`src/design/ftl_pkg.sv`:
```
package ftl_pkg;

   localparam int AXES       = 6;
   localparam int FRAC_BITS  = 16;
   localparam int SAMPLE_W   = 32;
   localparam int STAMP_W    = 32;
   localparam int TC_W       = 24;
   localparam int DEN_W      = STAMP_W + 1;
   localparam int ALPHA_W    = FRAC_BITS + 1;
   localparam int PROD_W     = (ALPHA_W + 1) + (SAMPLE_W + 1);
   localparam int CSR_IDX_W  = 4;
   localparam int CSR_DATA_W = 32;

   localparam logic [TC_W-1:0]    TC_RESET  = TC_W'(1592);
   localparam logic [ALPHA_W-1:0] ALPHA_ONE = {1'b1, {FRAC_BITS{1'b0}}};

   // register map
   localparam logic [CSR_IDX_W-1:0] CSR_LOWPASS_ENABLE = CSR_IDX_W'(0);
   localparam logic [CSR_IDX_W-1:0] CSR_TIME_CONSTANT  = CSR_IDX_W'(1);
   localparam logic [CSR_IDX_W-1:0] CSR_BIAS_BASE      = CSR_IDX_W'(2);
   localparam logic [CSR_IDX_W-1:0] CSR_BIAS_END       = CSR_IDX_W'(2 + AXES);

   typedef enum logic [2:0] {
      ST_IDLE,
      ST_LOAD,
      ST_START,
      ST_DIVIDE,
      ST_MULT,
      ST_UPDATE,
      ST_EMIT
   } ftl_state_type;

   typedef struct packed {
      logic capture;
      logic load;
      logic mult;
      logic update;
   } ftl_lane_cmd_type;

endpackage

```
`src/design/ftl_lane.sv`:
```
// one axis: bias removal and the lowpass update
module ftl_lane (
   input  logic                                 clock,
   input  logic                                 reset,
   input  ftl_pkg::ftl_lane_cmd_type            cmd,
   input  logic signed [ftl_pkg::SAMPLE_W-1:0]  raw,
   input  logic                                 bias_we,
   input  logic [ftl_pkg::CSR_DATA_W-1:0]       bias_wdata,
   input  logic [ftl_pkg::ALPHA_W-1:0]          alpha,
   output logic signed [ftl_pkg::SAMPLE_W-1:0]  tared,
   output logic signed [ftl_pkg::SAMPLE_W-1:0]  smooth
);

   localparam int SW = ftl_pkg::SAMPLE_W;
   localparam int PW = ftl_pkg::PROD_W;
   localparam logic signed [SW-1:0] SAT_MAX = {1'b0, {(SW-1){1'b1}}};
   localparam logic signed [SW-1:0] SAT_MIN = {1'b1, {(SW-1){1'b0}}};
   localparam logic signed [PW-1:0] HALF_LSB =
      {{(PW-ftl_pkg::FRAC_BITS){1'b0}}, 1'b1, {(ftl_pkg::FRAC_BITS-1){1'b0}}};

   logic signed [SW-1:0]  bias_ff;
   logic signed [SW-1:0]  tared_ff, tared_in;
   logic signed [SW-1:0]  smooth_ff, smooth_in;
   logic signed [PW-1:0]  prod_ff, prod_in;

   logic signed [SW:0]                   diff;
   logic signed [SW:0]                   err;
   logic signed [ftl_pkg::ALPHA_W:0]     alpha_s;
   logic signed [PW-1:0]                 rnd;
   logic signed [PW-1:0]                 delta;
   logic signed [PW-1:0]                 sum;

   assign diff     = {raw[SW-1], raw} - {bias_ff[SW-1], bias_ff};
   assign tared_in = (diff[SW] != diff[SW-1]) ? (diff[SW] ? SAT_MIN : SAT_MAX)
                                              : diff[SW-1:0];

   assign err     = {tared_ff[SW-1], tared_ff} - {smooth_ff[SW-1], smooth_ff};
   assign alpha_s = {1'b0, alpha};
   assign prod_in = alpha_s * err;

   // floor of (p + half) / 2^F: arithmetic shift rounds toward minus infinity
   assign rnd   = prod_ff + HALF_LSB;
   assign delta = rnd >>> ftl_pkg::FRAC_BITS;
   assign sum   = delta + {{(PW-SW){smooth_ff[SW-1]}}, smooth_ff};

   always_comb begin
      smooth_in = smooth_ff;
      if (cmd.load) begin
         smooth_in = tared_ff;
      end else if (cmd.update) begin
         if ((&sum[PW-1:SW-1]) || !(|sum[PW-1:SW-1])) begin
            smooth_in = sum[SW-1:0];
         end else begin
            smooth_in = sum[PW-1] ? SAT_MIN : SAT_MAX;
         end
      end
   end

   always_ff @(posedge clock) begin
      if (reset) begin
         bias_ff   <= '0;
         smooth_ff <= '0;
      end else begin
         if (bias_we) begin
            bias_ff <= bias_wdata;
         end
         smooth_ff <= smooth_in;
      end
   end

   always_ff @(posedge clock) begin
      if (cmd.capture) begin
         tared_ff <= tared_in;
      end
      if (cmd.mult) begin
         prod_ff <= prod_in;
      end
   end

   assign tared  = tared_ff;
   assign smooth = smooth_ff;

endmodule

```
`config.mk`:
```
export PLATFORM = sky130hd
export DESIGN_NAME = ftl_lane
export DESIGN_NICKNAME = d
export VERILOG_FILES = /design/src/design/ftl_pkg.sv /design/src/design/ftl_lane.sv
export SDC_FILE = /design/constraint.sdc
export NUM_CORES = 2
export LEC_CHECK = 0
export BUFFER_PORTS_ARGS = -buffer_cell sky130_fd_sc_hd__buf_2
export CORE_MARGIN = 2
export CORE_UTILIZATION = 44
export DETAILED_ROUTE_END_ITERATION = 6
export PLACE_DENSITY_LB_ADDON = 0.25
export SYNTH_ARGS = -nofsm -noshare
export SYNTH_HDL_FRONTEND = slang
export SYNTH_SLANG_ARGS = --single-unit
```
`constraint.sdc`:
```
create_clock -name clock -period 8.75 [get_ports clock]
set_input_delay 0.4375 -clock clock [delete_from_list [all_inputs] [get_ports clock]]
set_output_delay 0.4375 -clock clock [all_outputs]
set_load 0.02 [all_outputs]
```
# Word level (Yosys, flattened, before mapping)
# Index checks and enable logic that the tools add are counted.
# word_totals
register_bits,147
input_bits,88
word_cells,21
# classes
n_addsub,4
n_mul,1
n_eq_ne,1
n_mux,6
n_reduce_logical,5
# op_table
cell,count
$mux W32,6
$sub A32 B32 Y33,2
$add A51 B17 Y51 const B,1
$mul A18 B33 Y51,1
$add A35 B32 Y36,1
$reduce_and A20 Y1,1
$reduce_or A20 Y1,1
$reduce_bool A2 Y1,1
$logic_not A1 Y1,1
$logic_or A1 B1 Y1,1
$ne A1 B1 Y1,1

# Logic depth before layout (Yosys ltp)
# logic_depth
word_depth,8
mapped_depth,38
ltp_nobuf,37

# Worst setup path after synthesis
# OpenSTA, ideal clock, no wires.
# synth_path
path_kind,reg-to-reg
start,"reg tared_ff[0], in the netlist tared[0]"
end,reg prod_ff[50] (data pin)
setup_time_ns,0.260
arrival_ns,8.619
setup_slack_ns,-0.129
path_stages_with_launch,37
period_less_slack_ns,8.879
path_cell_list,edfxtp_1 > inv_1 > ha_1 > fa_1 > nor2b_1 > o21ai_0 > a21boi_1 > o2111ai_1 > a32oi_1 > a2111oi_0 > o31a_1 > o211ai_1 > a21oi_1 > xnor2_1 > buf_4 > nand2_1 > fa_1 > fa_1 > fa_1 > inv_1 > fa_1 > fa_1 > inv_1 > fa_1 > inv_1 > ha_1 > a21o_1 > a21o_1 > o21a_1 > o211ai_1 > and2_1 > o21ai_0 > a22oi_1 > a21oi_1 > a21o_1 > a21oi_1 > xnor2_1
# synth_via
elab_chain_len,2
# synth_rtl
item,line_no,source
"start, declared",ftl_lane.sv:22,"logic signed [SW-1:0] tared_ff, tared_in;"
"start signal, assigned",ftl_lane.sv:73,tared_ff <= tared_in;
$sub A32 B32 Y33,ftl_lane.sv:37,"assign err = {tared_ff[SW-1], tared_ff} - {smooth_ff[SW-1], smooth_ff};"
$mul A18 B33 Y51,ftl_lane.sv:39,assign prod_in = alpha_s * err;
named net prod_in[50],ftl_lane.sv:24,"logic signed [PW-1:0] prod_ff, prod_in;"
"end signal, assigned",ftl_lane.sv:76,prod_ff <= prod_in;
"end, declared",ftl_lane.sv:24,
# The timed path passes the listed nets, and every way through them passes these cells.
# A chain may end at the register's enable or synchronous reset.

# Worst setup path in the final report
# layout_path
start,"reg tared_ff[2], in the netlist tared[2]"
end,reg prod_ff[50] (data pin)
# The elaborated chain is that of the path after synthesis.

==> results.tsv <==
stage	metric	value	unit
run_status	outcome	completed	
final_layout	share of layout cells above drive strength 1	14.7	%
grt	Tot GR Track Use	21.9	%
cts	clk_lat worst skew	0.45	ns
sta	Pins Over Slew Limit	0	
setup_path	worst endpoint required time	8.94	ns
synth	Synth Instances	3301	
final_layout	n_diodes	0	
synth	Synthesized Nets	4143	
synth	Synth area leaders	fa_1, ha_1, inv_1	
synth	Cell Area, Synth	0.0294	mm^2
sta	Fin. Hold Viols	0	
synth	count leader, synth	inv_1	
floorplanning	DIE WIDTH	263	um
hold_path	Hold Crit Class	in2reg	
floorplanning	Ports	152	
synth	Synth top cells by count	inv_1, fa_1, nand2_1	
run	max-cap viol count	0	
route	drt via density	5.15	
route	via count	22826	
floorplanning	Die Span Y	263	um
route	DR DRC count	0	
synth	Post-Syn Area per Cell	8.92	um^2
grt	largest net degree at the start of global routing	65	
sta	fraction of the cycle the final worst path needs	97.9	%
route	met2 routed WL	38400	um
synth	number of synthesized flops with an enable pin	68	
setup_path	reg2reg setup slack	0.18	ns
route	wire per inst	16.6	um
grt	via count of the first global-routing pass	23654	
cts	htree depth	4	
setup_path	CP Launch Type	flop	
sta	slew margin rel.	20.8	%
sta	fmax	117	MHz
route	Final Routed Wirelength	73600	um
synth	Seq/Total Area, Yosys	11.3	%
setup_path	reg2reg path depth	35	
route	Top Layer Used	met4	
cts	CTS clk-pin slew, worst paths	0.06	ns
synth	Main synth FF type	edfxtp_1	
route	wire length on met1	31600	um
route	Antenna Nets Post-Route	0	
final_layout	Layout Cells excl Fill	4432	
setup_path	worst-path fanout max	5	
synth	yosys warns	0	
placement	DP Wirelength	60000	um
synth	Yosys cell types	85	
hold_path	hold depth	3	
sta	Slew @ Worst Pin	1.18	ns
synth	ys async rst share	0	%
grt	initial antenna violation count	0	
setup_path	CP max stage cell	fa_2	
placement	IO Port Bufs	151	
synth	Synth area leader	fa_1	
setup_path	CP arrival	8.76	ns
floorplanning	core footprint	0.0660	mm^2
final_layout	area delta synth->final	13.7	%
sta	minimum clock period	8.57	ns
floorplanning	Starting Density	44.6	%
placement	GPL Wtd Cong	0.938	
setup_path	critical path type	reg2reg	
grt	total gr overflow	0	
sta	RSZ-0062 raised after global routing	yes	
route	drt initial violations	1215	
synth	top-area cell type share of the netlist area	36.5	%
floorplanning	Row Count	94	
floorplanning	full die area	0.0690	mm^2
cts	CTS sink count	132	
cts	CTS tree	yes	
setup_path	worst stage delay on the critical path	0.64	ns
final_layout	fillers	6340	
route	WL met3	2590	um
route	1st-pass router iterations	5	
setup_path	most used cell, CP	fa_1	
sta	final setup skew	0.0120	ns
final_layout	nets	4397	
sta	final setup violation count	0	
cts	Root Buffer	clkbuf_16	
setup_path	worst r2r dst	prod_ff[50]	
hold_path	hold endpoint	bias_ff[0]	
setup_path	critical path capture point type	flop	
synth	Seq cells post-synth	132	
placement	Cell Count Post-Placement	4382	
cts	Clock Path Buffers	2	
grt	global-route wire length before repair	123000	um
cts	CTS Buf Count	17	
hold_path	HP Start	bias_wdata[0]	
setup_path	R2R Path Start	tared[2]	
routing by layer:
metal	track usage, %	vias to the layer above
li1	-	10764
met1	28.7	11577
met2	39.3	414
met3	2.42	71
met4	4.15	0
met5	0	-
critical path, delay by kind of cell (launching register included):
family | cells | cell delay [ns]
DFF | 1 | 0.40
adders and majority gates | 8 | 3.56
and+or+nand+nor | 5 | 0.70
AOI/OAI and AO/OA | 15 | 2.91
xor gates and xnor gates | 1 | 0.08
buffers and inverters | 6 | 0.66
flip-flops by register name, summed over array words and instances, names as in the netlist:
register,flops
bias_ff,32
tared,32
prod_ff,36
smooth,32
metrics by stage:
stage                     hold WS, ns  util [%]  setup WS (ns)  TNS (ns)  area [um^2]
after detailed placement        0.486      48.9         -0.458     -2.55        32300
after global routing            0.226      50.7         -0.213     -1.54        33500
after CTS                       0.209      50.1       0.000292         0        33000
final                           0.221      50.7          0.182         0        33500
after global placement          0.476      48.9         -0.349     -1.40        32300
after floorplan                 0.460         -         0.0139         0        29500
worst max-delay path by stage:
stage	start	to	cells past startpoint
6_report	tared[2]	prod_ff[50]	35
5_1_grt	tared[0]	prod_ff[50]	37
4_1_cts	smooth[1]	prod_ff[50]	39
3_5_place_dp	tared[0]	prod_ff[50]	37
3_3_place_gp	tared[0]	prod_ff[50]	37
2_1_floorplan	tared[0]	prod_ff[50]	37
layout by cell type (no fill, tap or decap), types with 62 or more instances in the layout:
master    netlist  routed
inv_1         704     693
fa_1          537     520
nand2_1       423     417
ha_1          217     210
and2_1        213     209
buf_4           3     189
buf_2           8     151
nor2_1        121     121
xnor2_1       112     107
a21oi_1       115     105
edfxtp_1       68      68
dfxtp_1        64      64
a21o_1         63      62
area by class of cell:
cell class | instances | area [um^2] | share of cell area [%]
multi-input cells | 2340 | 23300 | 69.6
flip-flops and latches | 132 | 3320 | 9.93
inverters | 704 | 2640 | 7.90
repair buffers | 360 | 2510 | 7.50
well taps | 864 | 1080 | 3.23
clock buffers | 21 | 472 | 1.41
clock inverters | 11 | 149 | 0.445
cells by family after synthesis:
group	synth area share [%]
muxes	1.17
and+or+nand+nor	15.9
AOI/OAI and AO/OA	9.89
xor gates and xnor gates	4.67
adders and majority gates	46.2
buffers and inverters	10.9
DFF	11.3
repair_timing:
| action | CTS | global route |
|---|---|---|
| gates resized for setup | 20 | 85 |
| gates cloned | 0 | 1 |
| hold buffers | 0 | 0 |
| setup buffers | 6 | 12 |
| endpoints found under the setup margin | 18 | 26 |
| pin swaps | 21 | 85 |
Power is left out: the tool's default activity adds up to more than one toggle a clock period on the data nets, which glitch-free logic cannot reach.
