--- config.mk ---
export PLATFORM = sky130hd
export DESIGN_NAME = ftl_alpha_div
export DESIGN_NICKNAME = d
export VERILOG_FILES = /design/src/design/ftl_pkg.sv /design/src/design/ftl_alpha_div.sv
export SDC_FILE = /design/constraint.sdc
export NUM_CORES = 1
export LEC_CHECK = 0
export BUFFER_PORTS_ARGS = -buffer_cell sky130_fd_sc_hd__clkbuf_2
export CORE_ASPECT_RATIO = 1.5
export CORE_MARGIN = 5
export CORE_UTILIZATION = 55
export CTS_CLUSTER_SIZE = 10
export DETAILED_ROUTE_END_ITERATION = 6
export PLACE_DENSITY = 0.75
export SLEW_MARGIN = 20
export SYNTH_ARGS = -nofsm -noshare
export SYNTH_HDL_FRONTEND = slang
export SYNTH_SLANG_ARGS = --single-unit
--- constraint.sdc ---
create_clock -name clock -period 5 [get_ports clock]
set_clock_uncertainty 0.2 [all_clocks]
set_input_delay 1 -clock clock [delete_from_list [all_inputs] [get_ports clock]]
set_output_delay 1 -clock clock [all_outputs]
set_load 0.005 [all_outputs]
--- src/design/ftl_pkg.sv ---
package ftl_pkg;

   localparam int AXES       = 6;
   localparam int FRAC_BITS  = 16;
   localparam int SAMPLE_W   = 32;
   localparam int STAMP_W    = 32;
   localparam int TC_W       = 24;
   localparam int DEN_W      = STAMP_W + 1;
   localparam int ALPHA_W    = FRAC_BITS + 1;
   localparam int PROD_W     = (ALPHA_W + 1) + (SAMPLE_W + 1);
   localparam int CSR_IDX_W  = 4;
   localparam int CSR_DATA_W = 32;

   localparam logic [TC_W-1:0]    TC_RESET  = TC_W'(1592);
   localparam logic [ALPHA_W-1:0] ALPHA_ONE = {1'b1, {FRAC_BITS{1'b0}}};

   // register map
   localparam logic [CSR_IDX_W-1:0] CSR_LOWPASS_ENABLE = CSR_IDX_W'(0);
   localparam logic [CSR_IDX_W-1:0] CSR_TIME_CONSTANT  = CSR_IDX_W'(1);
   localparam logic [CSR_IDX_W-1:0] CSR_BIAS_BASE      = CSR_IDX_W'(2);
   localparam logic [CSR_IDX_W-1:0] CSR_BIAS_END       = CSR_IDX_W'(2 + AXES);

   typedef enum logic [2:0] {
      ST_IDLE,
      ST_LOAD,
      ST_START,
      ST_DIVIDE,
      ST_MULT,
      ST_UPDATE,
      ST_EMIT
   } ftl_state_type;

   typedef struct packed {
      logic capture;
      logic load;
      logic mult;
      logic update;
   } ftl_lane_cmd_type;

endpackage

--- src/design/ftl_alpha_div.sv ---
// alpha = round(dt * 2^F / den), or one when den is zero; one quotient bit per cycle
module ftl_alpha_div (
   input  logic                             clock,
   input  logic                             reset,
   input  logic                             start,
   input  logic [ftl_pkg::STAMP_W-1:0]      dt,
   input  logic [ftl_pkg::DEN_W-1:0]        den,
   output logic                             done,
   output logic [ftl_pkg::ALPHA_W-1:0]      alpha
);

   localparam int NUM_W = ftl_pkg::DEN_W + ftl_pkg::FRAC_BITS;
   localparam int CNT_W = $clog2(ftl_pkg::ALPHA_W + 1);

   logic                          busy_ff, busy_in;
   logic                          prep_ff, prep_in;
   logic                          done_ff, done_in;
   logic [CNT_W-1:0]              cnt_ff, cnt_in;
   logic [ftl_pkg::STAMP_W-1:0]   dt_ff;
   logic [ftl_pkg::DEN_W-1:0]     den_ff;
   logic [ftl_pkg::DEN_W-1:0]     rem_ff;
   logic [ftl_pkg::ALPHA_W-1:0]   low_ff;
   logic [ftl_pkg::ALPHA_W-1:0]   q_ff;

   logic [NUM_W-1:0]              num;
   logic [ftl_pkg::DEN_W:0]       trial;
   logic [ftl_pkg::DEN_W:0]       diff;
   logic                          q_bit;
   logic                          den_zero;

   // numerator includes den/2 so the truncating quotient rounds half up
   assign num = NUM_W'({dt_ff, {ftl_pkg::FRAC_BITS{1'b0}}}) + NUM_W'(den_ff >> 1);
   assign trial    = {rem_ff, low_ff[ftl_pkg::ALPHA_W-1]};
   assign diff     = trial - {1'b0, den_ff};
   assign q_bit    = (trial >= {1'b0, den_ff});
   assign den_zero = (den_ff == '0);

   always_comb begin
      busy_in = busy_ff;
      prep_in = prep_ff;
      done_in = 1'b0;
      cnt_in  = cnt_ff;
      if (start) begin
         busy_in = 1'b1;
         prep_in = 1'b1;
      end else if (busy_ff) begin
         if (prep_ff) begin
            prep_in = 1'b0;
            cnt_in  = CNT_W'(ftl_pkg::ALPHA_W);
            if (den_zero) begin
               busy_in = 1'b0;
               done_in = 1'b1;
            end
         end else begin
            cnt_in = cnt_ff - CNT_W'(1);
            if (cnt_ff == CNT_W'(1)) begin
               busy_in = 1'b0;
               done_in = 1'b1;
            end
         end
      end
   end

   always_ff @(posedge clock) begin
      if (reset) begin
         busy_ff <= 1'b0;
         prep_ff <= 1'b0;
         done_ff <= 1'b0;
         cnt_ff  <= '0;
      end else begin
         busy_ff <= busy_in;
         prep_ff <= prep_in;
         done_ff <= done_in;
         cnt_ff  <= cnt_in;
      end
   end

   always_ff @(posedge clock) begin
      if (start) begin
         dt_ff  <= dt;
         den_ff <= den;
      end else if (busy_ff) begin
         if (prep_ff) begin
            if (den_zero) begin
               q_ff <= ftl_pkg::ALPHA_ONE;
            end else begin
               // top part is already below den since the quotient fits ALPHA_W bits
               rem_ff <= ftl_pkg::DEN_W'(num[NUM_W-1:ftl_pkg::ALPHA_W]);
               low_ff <= num[ftl_pkg::ALPHA_W-1:0];
               q_ff   <= '0;
            end
         end else begin
            rem_ff <= q_bit ? diff[ftl_pkg::DEN_W-1:0] : trial[ftl_pkg::DEN_W-1:0];
            low_ff <= {low_ff[ftl_pkg::ALPHA_W-2:0], 1'b0};
            q_ff   <= {q_ff[ftl_pkg::ALPHA_W-2:0], q_bit};
         end
      end
   end

   assign done  = done_ff;
   assign alpha = q_ff;

endmodule

== Word level (Yosys, flattened, before mapping) ==
Index checks and enable logic that the tools add are counted.

* Register bits: 140
* Logic and storage cells: 41
* Output and inout port bits: 18
* Input port bits: 68

* Eq/ne operators: 2
* Magnitude comparators: 1
* Reductions and logical operators: 5
* Bitwise logic cells: 2
* Add/sub/neg operators: 3
* Multiplexer cells: 18

{| class="wikitable"
|+ Operators with widths
! kind !! number
|-
| $mux W33 || 3
|-
| $mux W17 || 4
|-
| $add A48 B32 Y49 || 1
|-
| $ge A34 B33 Y1 || 1
|-
| $logic_not A33 Y1 || 1
|-
| $sub A33 B33 Y33 || 1
|-
| $mux W1 || 10
|-
| $eq A5 B1 Y1 const B || 1
|-
| $mux W5 || 1
|-
| $sub A5 B1 Y5 const B || 1
|-
| $reduce_and A3 Y1 || 1
|-
| $reduce_or A3 Y1 || 1
|-
| $ne A2 B2 Y1 const B || 1
|-
| $not A1 Y1 || 2
|-
| $reduce_and A2 Y1 || 1
|-
| $reduce_bool A2 Y1 || 1
|}

== Logic depth before layout (Yosys ltp) ==
Gate-level depths: netlist (run 1).

* Depth after elaboration: 5
* Gate-level depth with buffers: 13
* Depth with buffers taken out: 12

== Worst setup path before layout (run 1) ==
OpenSTA, ideal clock, no wires.

* Path type: input -> register
* From: in start
* To: reg low_ff[0] (netlist name) (enable)
* Setup slack: 0.902 ns
* Arrival time: 3.440 ns
* Path buffers: 1
* Setup time: 0.458 ns
* Data required time: 4.342 ns
* Cell stages on the path: 3
* Cells stage by stage: nand2b_1 -> clkbuf_1 -> nor2_1

* Word-level cells in the longest chain between the ends: 2

{| class="wikitable"
|+ Ends and longest elaborated chain
! item !! RTL line !! RTL
|-
| from (decl) || ftl_alpha_div.sv:5 || <nowiki>input logic start,</nowiki>
|-
| $not A1 Y1 (no line) || n/a ||
|-
| $reduce_and A3 Y1 (no line) || n/a ||
|-
| to (signal assigned) || ftl_alpha_div.sv:89 || <nowiki>low_ff <= num[ftl_pkg::ALPHA_W-1:0];</nowiki>
|-
| to (signal assigned) || ftl_alpha_div.sv:94 || <nowiki>low_ff <= {low_ff[ftl_pkg::ALPHA_W-2:0], 1'b0};</nowiki>
|-
| to (decl) || ftl_alpha_div.sv:22 || <nowiki>logic [ftl_pkg::ALPHA_W-1:0] low_ff;</nowiki>
|}

No other way between the ends.
A chain may end at the register's enable or synchronous reset.

== Worst setup path after layout (run 1) ==
* From: reg den_ff[17] (netlist name)
* To: reg rem_ff[25] (netlist name) (data pin)

* Word-level cells in the longest chain between the ends: 3
* Elaborated cells on any way between the ends: 6
* Classes of those cells: add/sub: 2; order compare: 1; mux: 3

{| class="wikitable"
|+ Ends and longest elaborated chain
! item !! RTL line !! RTL
|-
| from (decl) || ftl_alpha_div.sv:20 || <nowiki>logic [ftl_pkg::DEN_W-1:0] den_ff;</nowiki>
|-
| from (signal assigned) || ftl_alpha_div.sv:81 || <nowiki>den_ff <= den;</nowiki>
|-
| $add A48 B32 Y49, or another cell as far along || ftl_alpha_div.sv:32 || <nowiki>assign num = NUM_W'({dt_ff, {ftl_pkg::FRAC_BITS{1'b0}}}) + NUM_W'(den_ff >> 1);</nowiki>
|-
| $mux W33, on equally long branches || ftl_alpha_div.sv:84, ftl_alpha_div.sv:93 ||
|-
| $mux W33 (*) || ftl_alpha_div.sv:83 || <nowiki>if (prep_ff) begin</nowiki>
|-
| to (signal assigned) || ftl_alpha_div.sv:88 || <nowiki>rem_ff <= ftl_pkg::DEN_W'(num[NUM_W-1:ftl_pkg::ALPHA_W]);</nowiki>
|-
| to (signal assigned) || ftl_alpha_div.sv:93 || <nowiki>rem_ff <= q_bit ? diff[ftl_pkg::DEN_W-1:0] : trial[ftl_pkg::DEN_W-1:0];</nowiki>
|-
| to (decl) || ftl_alpha_div.sv:21 || <nowiki>logic [ftl_pkg::DEN_W-1:0] rem_ff;</nowiki>
|}

Mark *: on every way between the ends. The rest lies on a longest branch, timed or not. The select of a mux whose other input is x is not followed.

==> flow_metrics.py, run 1 <==
metrics = {
    "outcome": {
        "status": "complete, no violations",
    },
    "placement": {
        "placed_cells": 1046,
        "gp_congestion": 0.955,
        "portBuffers": 85,
        "place_area_um2": 9050,
        "dp_hpwl_um": 14700,
        "dp_slack_ps": 1340,
    },
    "cts": {
        "clock_latency_ps": 430,
        "clkSlewWorstSetupHoldPaths_ps": 60,
        "cts_buffer_depth": 2,
        "cts_buffers": 17,
        "cts_max_level": 4,
        "ctsHoldBuffers": 0,
        "numClockSinks": 140,
        "clockRootBuffer": "clkbuf_16",
        "post_cts_buffers": 0,
        "cts_tree": "yes",
        "cts_resized": 0,
    },
    "yosys": {
        "syn_avg_cell_area_um2": 10.7,
        "synthTopCellsByCount": "edfxtp_1 (132), a21oi_1 (65), nand2_1 (57), inv_1 (54), ha_1 (51)",
        "seq_area_frac_synth_pct": 48.7,
        "ys_top_cells_by_area": "edfxtp_1 (47%), ha_1 (7.5%), xnor2_1 (4.0%)",
        "synth_top_area_share_pct": 46.8,
        "ys.flop_type": "edfxtp_1",
        "synthDistinctLibCells": 68,
        "yosysMostFrequentCell": "edfxtp_1",
        "syn_inst": 788,
        "syn_nets": 909,
        "ys_seq_elements": 140,
        "synth-edff-count": 132,
        "ys_warn_count": 0,
        "synth_area_leader_cell": "edfxtp_1",
        "syn-cell-area_um2": 8470,
        "synthArstFlopShare_pct": 0,
    },
    "global_routing": {
        "grt_pass1_vias": 6354,
        "grt_pass1_wl_um": 32300,
        "grtUsageTotal_pct": 22.8,
        "antenna_found_initial": 0,
        "grt_max_degree": 77,
        "gr-total-overflow": 0,
    },
    "die": {
        "start_util_pct": 55.9,
        "coreArea_um2": 15100,
        "io_pins": 86,
        "row_count": 55,
        "dieArea_um2": 18000,
        "die_height_um": 162,
        "die_w_um": 111,
    },
    "drt": {
        "num_vias": 6356,
        "routed_wl_um": 20000,
        "wl_per_cell_um": 18.6,
        "post-route-drc-count": 0,
        "dr.pass1.iters": 5,
        "vias_per_cell": 5.90,
        "drt_iter0_drc": 454,
        "ant_nets": 0,
    },
    "power_and_ir_drop": {
        "p_int_mw": 2.52,
        "p_leak_nw": 3.93,
        "power.density_nw_per_um2": 368,
        "sw_frac_of_total_pct": 28.9,
        "ir_worst_vdd_v": 0.000247,
        "p_sw_mw": 1.02,
        "pwr-share-clk_pct": 35.2,
        "pwr-share-comb_pct": 23.6,
        "seq_power_share_pct": 41.2,
    },
    "worst_hold_path": {
        "hold_path_class": "reg2reg",
        "hold_depth": 1,
    },
    "timing": {
        "slew_violations": 0,
        "setup_viol": 0,
        "min_period_ps": 3690,
        "relSlewSlack_pct": 25.5,
        "finalWorstSetupSlack_ps": 1310,
        "rsz0062_at_grt": "no",
        "hold_viol_final": 0,
        "tns_ps": 0,
        "period_share_pct": 73.8,
        "worst_pin_slew_ps": 1110,
        "max_freq_ghz": 0.271,
    },
    "critical_path": {
        "worstSetupPathType": "reg2reg",
        "cp.required_ps": 4930,
        "crit_fanout": 6,
        "reg2regPathDepth": 10,
        "cp-end-kind": "flop",
        "cp-start-kind": "flop",
        "cp.arrival_ps": 3620,
    },
    "final_layout": {
        "final_area_um2": 9630,
        "insertedDiodeCount": 0,
        "multiInputGateArea_um2": 4020,
        "final_cells": 1078,
        "final_nets": 987,
        "fin_util_pct": 63.6,
        "nFillCells": 1244,
        "area_growth_pct": 13.7,
        "register_area_um2": 4130,
        "final_layout_size_suffix_gt1_share_pct": 16.7,
    },
    "job": {
        "cap_violations": 0,
    },
}
-- through the flow --
stage / total power, mW / hold WS, ps
after global routing: 3.71 / 357
after detailed placement: 2.30 / 316
after floorplan: 2.08 / 274
final: 3.55 / 327
after global placement: 2.29 / 296
after CTS: 3.55 / 324
-- routing by layer --
layer / global-route usage [%] / part of all wire [%] / up-vias
li1: - / - / 3092
met1: 26.2 / 40 / 3009
met2: 40.3 / 51 / 210
met3: 4.77 / 5.6 / 45
met4: 10.8 / 4.0 / 0
met5: 0 / 0 / -
-- layout by cell type (no fill, tap or decap), types with 21 or more instances in the layout --
cell,instances
ha_1,51
mux2i_1,23
a21oi_1,65
clkbuf_2,84
nand2_1,57
nor2_1,42
o21ai_0,24
inv_1,54
xnor2_1,39
a21o_1,21
edfxtp_1,132
-- cell type report --
type	count	area share, %
sequential	140	42.8
multi-input combinational	564	41.7
timing repair buffer	88	4.65
clock buffer	19	4.50
tap	199	2.59
inverter	55	2.14
clock inverter	13	1.55
-- power by group through the flow --
stage          logic [mW]  registers, mW  clock network [mW]
5_1_grt             0.923           1.47                1.32
4_1_cts             0.825           1.46                1.26
2_1_floorplan       0.625           1.46                   0
3_3_place_gp        0.806           1.48                   0
3_5_place_dp        0.817           1.48                   0
6_report            0.838           1.46                1.25
-- final timing paths --
path | from | endpoint | slack, ps
max | den_ff[17]$_DFFE_PP_ | rem_ff[25]$_DFFE_PP_ | 1310
min | cnt_ff[0]$_SDFFE_PP0P_ | cnt_ff[0]$_SDFFE_PP0P_ | 330
max reg2reg | den_ff[17]$_DFFE_PP_ | rem_ff[25]$_DFFE_PP_ | 1310
min reg2reg | cnt_ff[0]$_SDFFE_PP0P_ | cnt_ff[0]$_SDFFE_PP0P_ | 330
-- critical path, stage by stage, from the launching register on --
cell	delay [ps]
edfxtp_1	460
ha_1	260
fa_1	430
a211oi_1	280
o21ai_1	180
o2111a_1	290
o21a_1	270
a41oi_1	540
nor2_1	120
xnor2_1	230
a22oi_1	130
-- flip-flops by register name, indices dropped and copies added, names as in the netlist --
signal / flops
rem_ff: 33
alpha: 17
low_ff: 17
busy_ff: 1
done: 1
cnt_ff: 5
den_ff: 33
dt_ff: 32
prep_ff: 1
-- cell families (layout without fill, tap and decap cells) --
family | Yosys count | after routing | synth area share, %
AOI/OAI and AO/OA | 208 | 208 | 16.3
xor gates and xnor gates | 53 | 53 | 5.48
adders and majority gates | 53 | 53 | 8.01
buffers and inverters | 84 | 175 | 3.94
DFF | 140 | 140 | 48.7
muxes | 40 | 40 | 4.98
and+or+nand+nor | 210 | 210 | 12.5
No activity file was read; power rests on OpenSTA's default activity.
==> inputs of run 2 (changes only) <==
CORE_UTILIZATION = 54   (was 55)
PLACE_DENSITY = 0.77   (was 0.75)
clock period = 3 ns   (was 5 ns; I/O delays follow)
==> flow_metrics.py, run 2 (same netlist as run 1, synthesis figures left out) <==
metrics = {
    "outcome": {
        "status": "finished, violations left",
        "violations": "setup timing",
    },
    "global_routing": {
        "grtUsageTotal_pct": 25.0,
        "grt_max_degree": 77,
        "grt_pass1_vias": 7121,
        "gr-total-overflow": 0,
        "grt_pass1_wl_um": 35700,
        "antenna_found_initial": 0,
    },
    "power_and_ir_drop": {
        "seq_power_share_pct": 38.5,
        "power.total_mw": 6.31,
        "pwr-share-clk_pct": 31.6,
        "ir_worst_vdd_v": 0.000486,
        "p_sw_mw": 1.97,
        "pwr-share-comb_pct": 29.9,
        "p_leak_nw": 4.61,
        "sw_frac_of_total_pct": 31.3,
        "power.density_nw_per_um2": 577,
        "p_int_mw": 4.34,
    },
    "cts": {
        "cts_buffers": 17,
        "clockRootBuffer": "clkbuf_16",
        "cts_buffer_depth": 2,
        "cts_tree": "yes",
        "clkSlewWorstSetupHoldPaths_ps": 70,
        "cts_max_level": 4,
        "ctsHoldBuffers": 0,
        "numClockSinks": 140,
        "clock_latency_ps": 430,
    },
    "worst_hold_path": {
        "worstHoldStart": "dt[15]",
        "min_to": "dt_ff[15]$_DFFE_PP_",
        "hold_depth": 1,
        "hold_path_class": "in2reg",
    },
    "final_layout": {
        "nFillCells": 1105,
        "final_common_cell": "edfxtp_1",
        "insertedDiodeCount": 0,
        "final_area_um2": 10900,
        "final_nets": 1118,
        "area_growth_pct": 29.0,
        "final_cells": 1213,
        "largestRegisters": "den_ff: 33 flops, rem_ff: 33 flops, dt_ff: 32 flops",
        "fin_util_pct": 70.2,
        "final_cell_mix": "edfxtp_1 (132), buf_4 (123), clkbuf_2 (85)",
        "final_layout_size_suffix_gt1_share_pct": 32.5,
    },
    "drt": {
        "vias_per_cell": 5.87,
        "ant_nets": 0,
        "drt_iter0_drc": 651,
        "routed_wl_um": 23100,
        "post-route-drc-count": 0,
        "dr.pass1.iters": 6,
        "wl_per_cell_um": 19.0,
        "num_vias": 7115,
    },
    "critical_path": {
        "cp-end-kind": "flop",
        "r2r_slack_ps": -240,
        "cpLargestDelayFamily": "simple AND/OR/NAND/NOR gates",
        "path_buf_inv": 3,
        "worstSetupPathType": "reg2reg",
        "cp_cell_sequence": "ha_1, buf_4, nand3_1, nor4_2, buf_4, a41oi_1, o21ai_1, a211oi_2, nand2_4, buf_12, mux2i_1, o21ai_1",
        "reg2reg_from": "rem_ff[1]$_DFFE_PP_",
        "r2r-end": "rem_ff[16]$_DFFE_PP_",
        "crit_fanout": 10,
        "cp-start-kind": "flop",
        "cp_slowest_cell": "edfxtp_1",
        "cp.required_ps": 2930,
        "reg2regPathDepth": 12,
        "max_stage_delay_ps": 450,
        "cp.arrival_ps": 3160,
    },
    "timing": {
        "period_share_pct": 108,
        "min_period_ps": 3240,
        "hold_viol_final": 0,
        "finalWorstSetupSlack_ps": -235,
        "tns_ps": -5180,
        "hold_slack_ps": 144,
        "rsz0062_at_grt": "yes",
        "max_freq_ghz": 0.309,
        "worst_pin_slew_ps": 881,
        "setup_viol": 34,
        "relSlewSlack_pct": 41.3,
        "slew_violations": 0,
    },
    "placement": {
        "gp_congestion": 0.955,
        "place_area_um2": 10000,
        "dp_hpwl_um": 16600,
        "portBuffers": 85,
        "placed_cells": 1171,
        "dp_slack_ps": -280,
    },
    "die": {
        "row_count": 56,
        "dieArea_um2": 18300,
        "io_pins": 86,
        "start_util_pct": 54.4,
        "die_height_um": 163,
        "coreArea_um2": 15600,
        "die_w_um": 112,
    },
    "job": {
        "cap_violations": 0,
    },
}
-- run 2: power by group through the flow --
| stage | Sequential [mW] | Clock [mW] | Combinational (mW) |
|---|---|---|---|
| floorplan | 2.43 | 0 | 1.04 |
| global placement | 2.46 | 0 | 1.64 |
| detailed placement | 2.46 | 0 | 1.67 |
| CTS | 2.42 | 2.01 | 1.77 |
| global route | 2.44 | 2.10 | 2.04 |
| finish | 2.43 | 1.99 | 1.89 |
-- run 2: layout make-up --
class	instances	area, µm²	area share, %
Timing Repair Buffer	218	1510	13.8
Clock buffer	20	457	4.18
Sequential cell	140	4130	37.8
Clock inverter	12	104	0.950
Multi-Input combinational cell	565	4270	39.1
Inverter	55	209	1.91
Tap cell	203	254	2.32
-- run 2: how the worst max path moves through the flow --
stage / cells after the start / to / startpoint
2_1_floorplan: 12 / rem_ff[0]$_DFFE_PP_ / low_ff[16]$_DFFE_PP_
3_3_place_gp: 11 / rem_ff[29]$_DFFE_PP_ / den_ff[17]$_DFFE_PP_
3_5_place_dp: 12 / rem_ff[28]$_DFFE_PP_ / low_ff[16]$_DFFE_PP_
4_1_cts: 13 / rem_ff[28]$_DFFE_PP_ / low_ff[16]$_DFFE_PP_
5_1_grt: 13 / rem_ff[16]$_DFFE_PP_ / low_ff[16]$_DFFE_PP_
6_report: 12 / rem_ff[16]$_DFFE_PP_ / rem_ff[1]$_DFFE_PP_
-- run 2: what timing repair did --
action / 4_1_cts / 5_1_grt
resized for setup: 27 / 34
pin swaps: 15 / 17
gates cloned: 2 / 1
setup endpoints to repair: 34 / 34
setup buffers: 5 / 3
-- run 2: metal layers --
layer  routed length (µm)  track usage (%)  share of wire, %
met1                 8620             28.4                37
met2                11600             44.1                51
met3                 1480             4.93               6.4
met4                 1310             13.4               5.7
met5                    0                0                 0
==> inputs of run 3 (changes only) <==
CORE_ASPECT_RATIO = default   (was 1.5)
MAX_ROUTING_LAYER = met4   (was default)
==> flow_metrics.py, run 3 (same netlist as run 1, synthesis figures left out) <==
metrics = {
    "cts": {
        "cts_tree": "yes",
        "clockRootBuffer": "clkbuf_16",
        "cts_buffer_depth": 2,
        "clock_latency_ps": 430,
        "cts_buffers": 17,
        "cts_max_level": 4,
        "clkSlewWorstSetupHoldPaths_ps": 60,
        "numClockSinks": 140,
    },
    "die": {
        "die_height_um": 135,
        "dieArea_um2": 18300,
        "coreArea_um2": 15300,
        "row_count": 45,
        "die_w_um": 135,
        "start_util_pct": 55.3,
        "io_pins": 86,
    },
    "power_and_ir_drop": {
        "ir_worst_vdd_v": 0.000461,
        "p_leak_nw": 4.72,
        "power.density_nw_per_um2": 585,
    },
    "job": {
        "cap_violations": 0,
    },
    "global_routing": {
        "grt_use_met1_pct": 34.2,
        "grt-busiest-layer": "met2",
        "gr-total-overflow": 0,
        "grt_max_degree": 77,
        "grtUsageMet2_pct": 39.8,
        "grt_pass1_vias": 6847,
        "antenna_found_initial": 1,
        "grt_pass1_wl_um": 35300,
        "use_met3_pct": 5.65,
        "grtUsageTotal_pct": 25.9,
    },
    "critical_path": {
        "cp.required_ps": 2950,
        "cp_cell_sequence": "inv_1, ha_2, inv_2, fa_2, a21o_1, a221oi_2, o21ai_2, o311a_4, o21bai_4, nand2_4, buf_12, buf_12, mux2i_1, o21ai_1",
        "crit_fanout": 8,
        "cpMostUsedCell": "buf_12",
        "cpLargestDelayFamily": "compound AO/OA/AOI/OAI gates",
        "cp.arrival_ps": 3140,
        "cp_slowest_cell": "edfxtp_1",
        "worstSetupPathType": "reg2reg",
        "cp-start-kind": "flop",
        "path_buf_inv": 4,
        "max_stage_delay_ps": 380,
        "cp-end-kind": "flop",
    },
    "placement": {
        "placed_cells": 1199,
        "gp_congestion": 0.954,
        "dp_hpwl_um": 16700,
        "portBuffers": 85,
    },
    "timing": {
        "relSlewSlack_pct": 44.1,
        "slew_violations": 0,
        "worst_pin_slew_ps": 839,
        "hold_viol_final": 0,
        "setup_viol": 32,
        "rsz0062_at_grt": "yes",
        "period_share_pct": 106,
        "finalWorstSetupSlack_ps": -187,
        "max_freq_ghz": 0.314,
        "min_period_ps": 3190,
    },
    "drt": {
        "num_vias": 7050,
        "wl_per_cell_um": 18.2,
        "dr.pass1.iters": 5,
        "post-route-drc-count": 0,
        "drt_iter0_drc": 588,
        "vias_per_cell": 5.68,
        "routed_wl_um": 22600,
        "ant_nets": 0,
    },
    "final_layout": {
        "final_common_cell": "buf_4",
        "fin_util_pct": 72.3,
        "final_nets": 1138,
        "area_growth_pct": 30.7,
        "final_layout_size_suffix_gt1_share_pct": 32.5,
        "final_cells": 1241,
        "largestRegisters": "den_ff: 33 flops, rem_ff: 33 flops, dt_ff: 32 flops",
        "final_cell_mix": "buf_4 (142), edfxtp_1 (132), clkbuf_2 (84)",
    },
    "outcome": {
        "violations": "setup timing",
        "status": "finished, violations left",
    },
    "worst_hold_path": {
        "hold_path_class": "in2reg",
    },
}
[run 3: cell count changes in the layout (fill, tap and decap cells not counted), moves of 3 or more]
cell	delta
o21ai_1	+3
bufinv_16	+3
o21ai_2	-3
buf_4	+19
mux2i_1	+3
[run 3: final cells by class]
type	count	area, µm²
antenna	1	2.50
sequential	140	4130
multi-input combinational	565	4190
tap	211	264
fill	1107	4240
timing repair buffer	238	1680
clock buffer	17	425
inverter	55	206
clock inverter	14	185
[run 3: stage by stage]
stage / TNS (ps) / hold WS [ps] / setup slack (ps) / cell area, µm² / power [mW]
global route: -6910 / 125 / -301 / 11100 / 6.78
floorplan: -53.1 / 274 / -53.1 / 8480 / 3.47
finish: -3010 / 139 / -187 / 11100 / 6.48
CTS: -2220 / 129 / -149 / 10900 / 6.41
detailed placement: -4110 / 304 / -217 / 10200 / 4.18
global placement: -1610 / 292 / -129 / 10200 / 4.16
[run 3: path summary, 6_finish.rpt]
kind | startpoint | end | slack (ps) | cells past startpoint
max | low_ff[16]$_DFFE_PP_ | rem_ff[4]$_DFFE_PP_ | -190 | 14
min reg2reg | cnt_ff[1]$_SDFFE_PP0P_ | cnt_ff[1]$_SDFFE_PP0P_ | 320 | 2
min | den[27] | den_ff[27]$_DFFE_PP_ | 140 | 1
max reg2reg | low_ff[16]$_DFFE_PP_ | rem_ff[4]$_DFFE_PP_ | -190 | 14
[run 3: what timing repair did]
action	CTS	global route
gates resized for setup	17	25
endpoints found under the hold margin	0	0
cloned	1	1
hold buffers	0	0
setup buffers	6	3
setup endpoints to repair	34	34
pin swaps	11	16
[run 3: metal layers]
metal  vias up  part of all wire [%]
met3        40                   7.3
li1       3408                     -
met1      3320                    44
met5         -                     0
met4         0                   2.4
met2       282                    46
[run 3: power breakdown]
part           internal [mW]  leakage (nW)  total (mW)  switching (mW)
logic                  0.906          3.11        1.88           0.974
registers               2.33          1.32        2.42          0.0968
clock network           1.32         0.289        2.18           0.857
total                   4.55          4.72        6.48            1.93
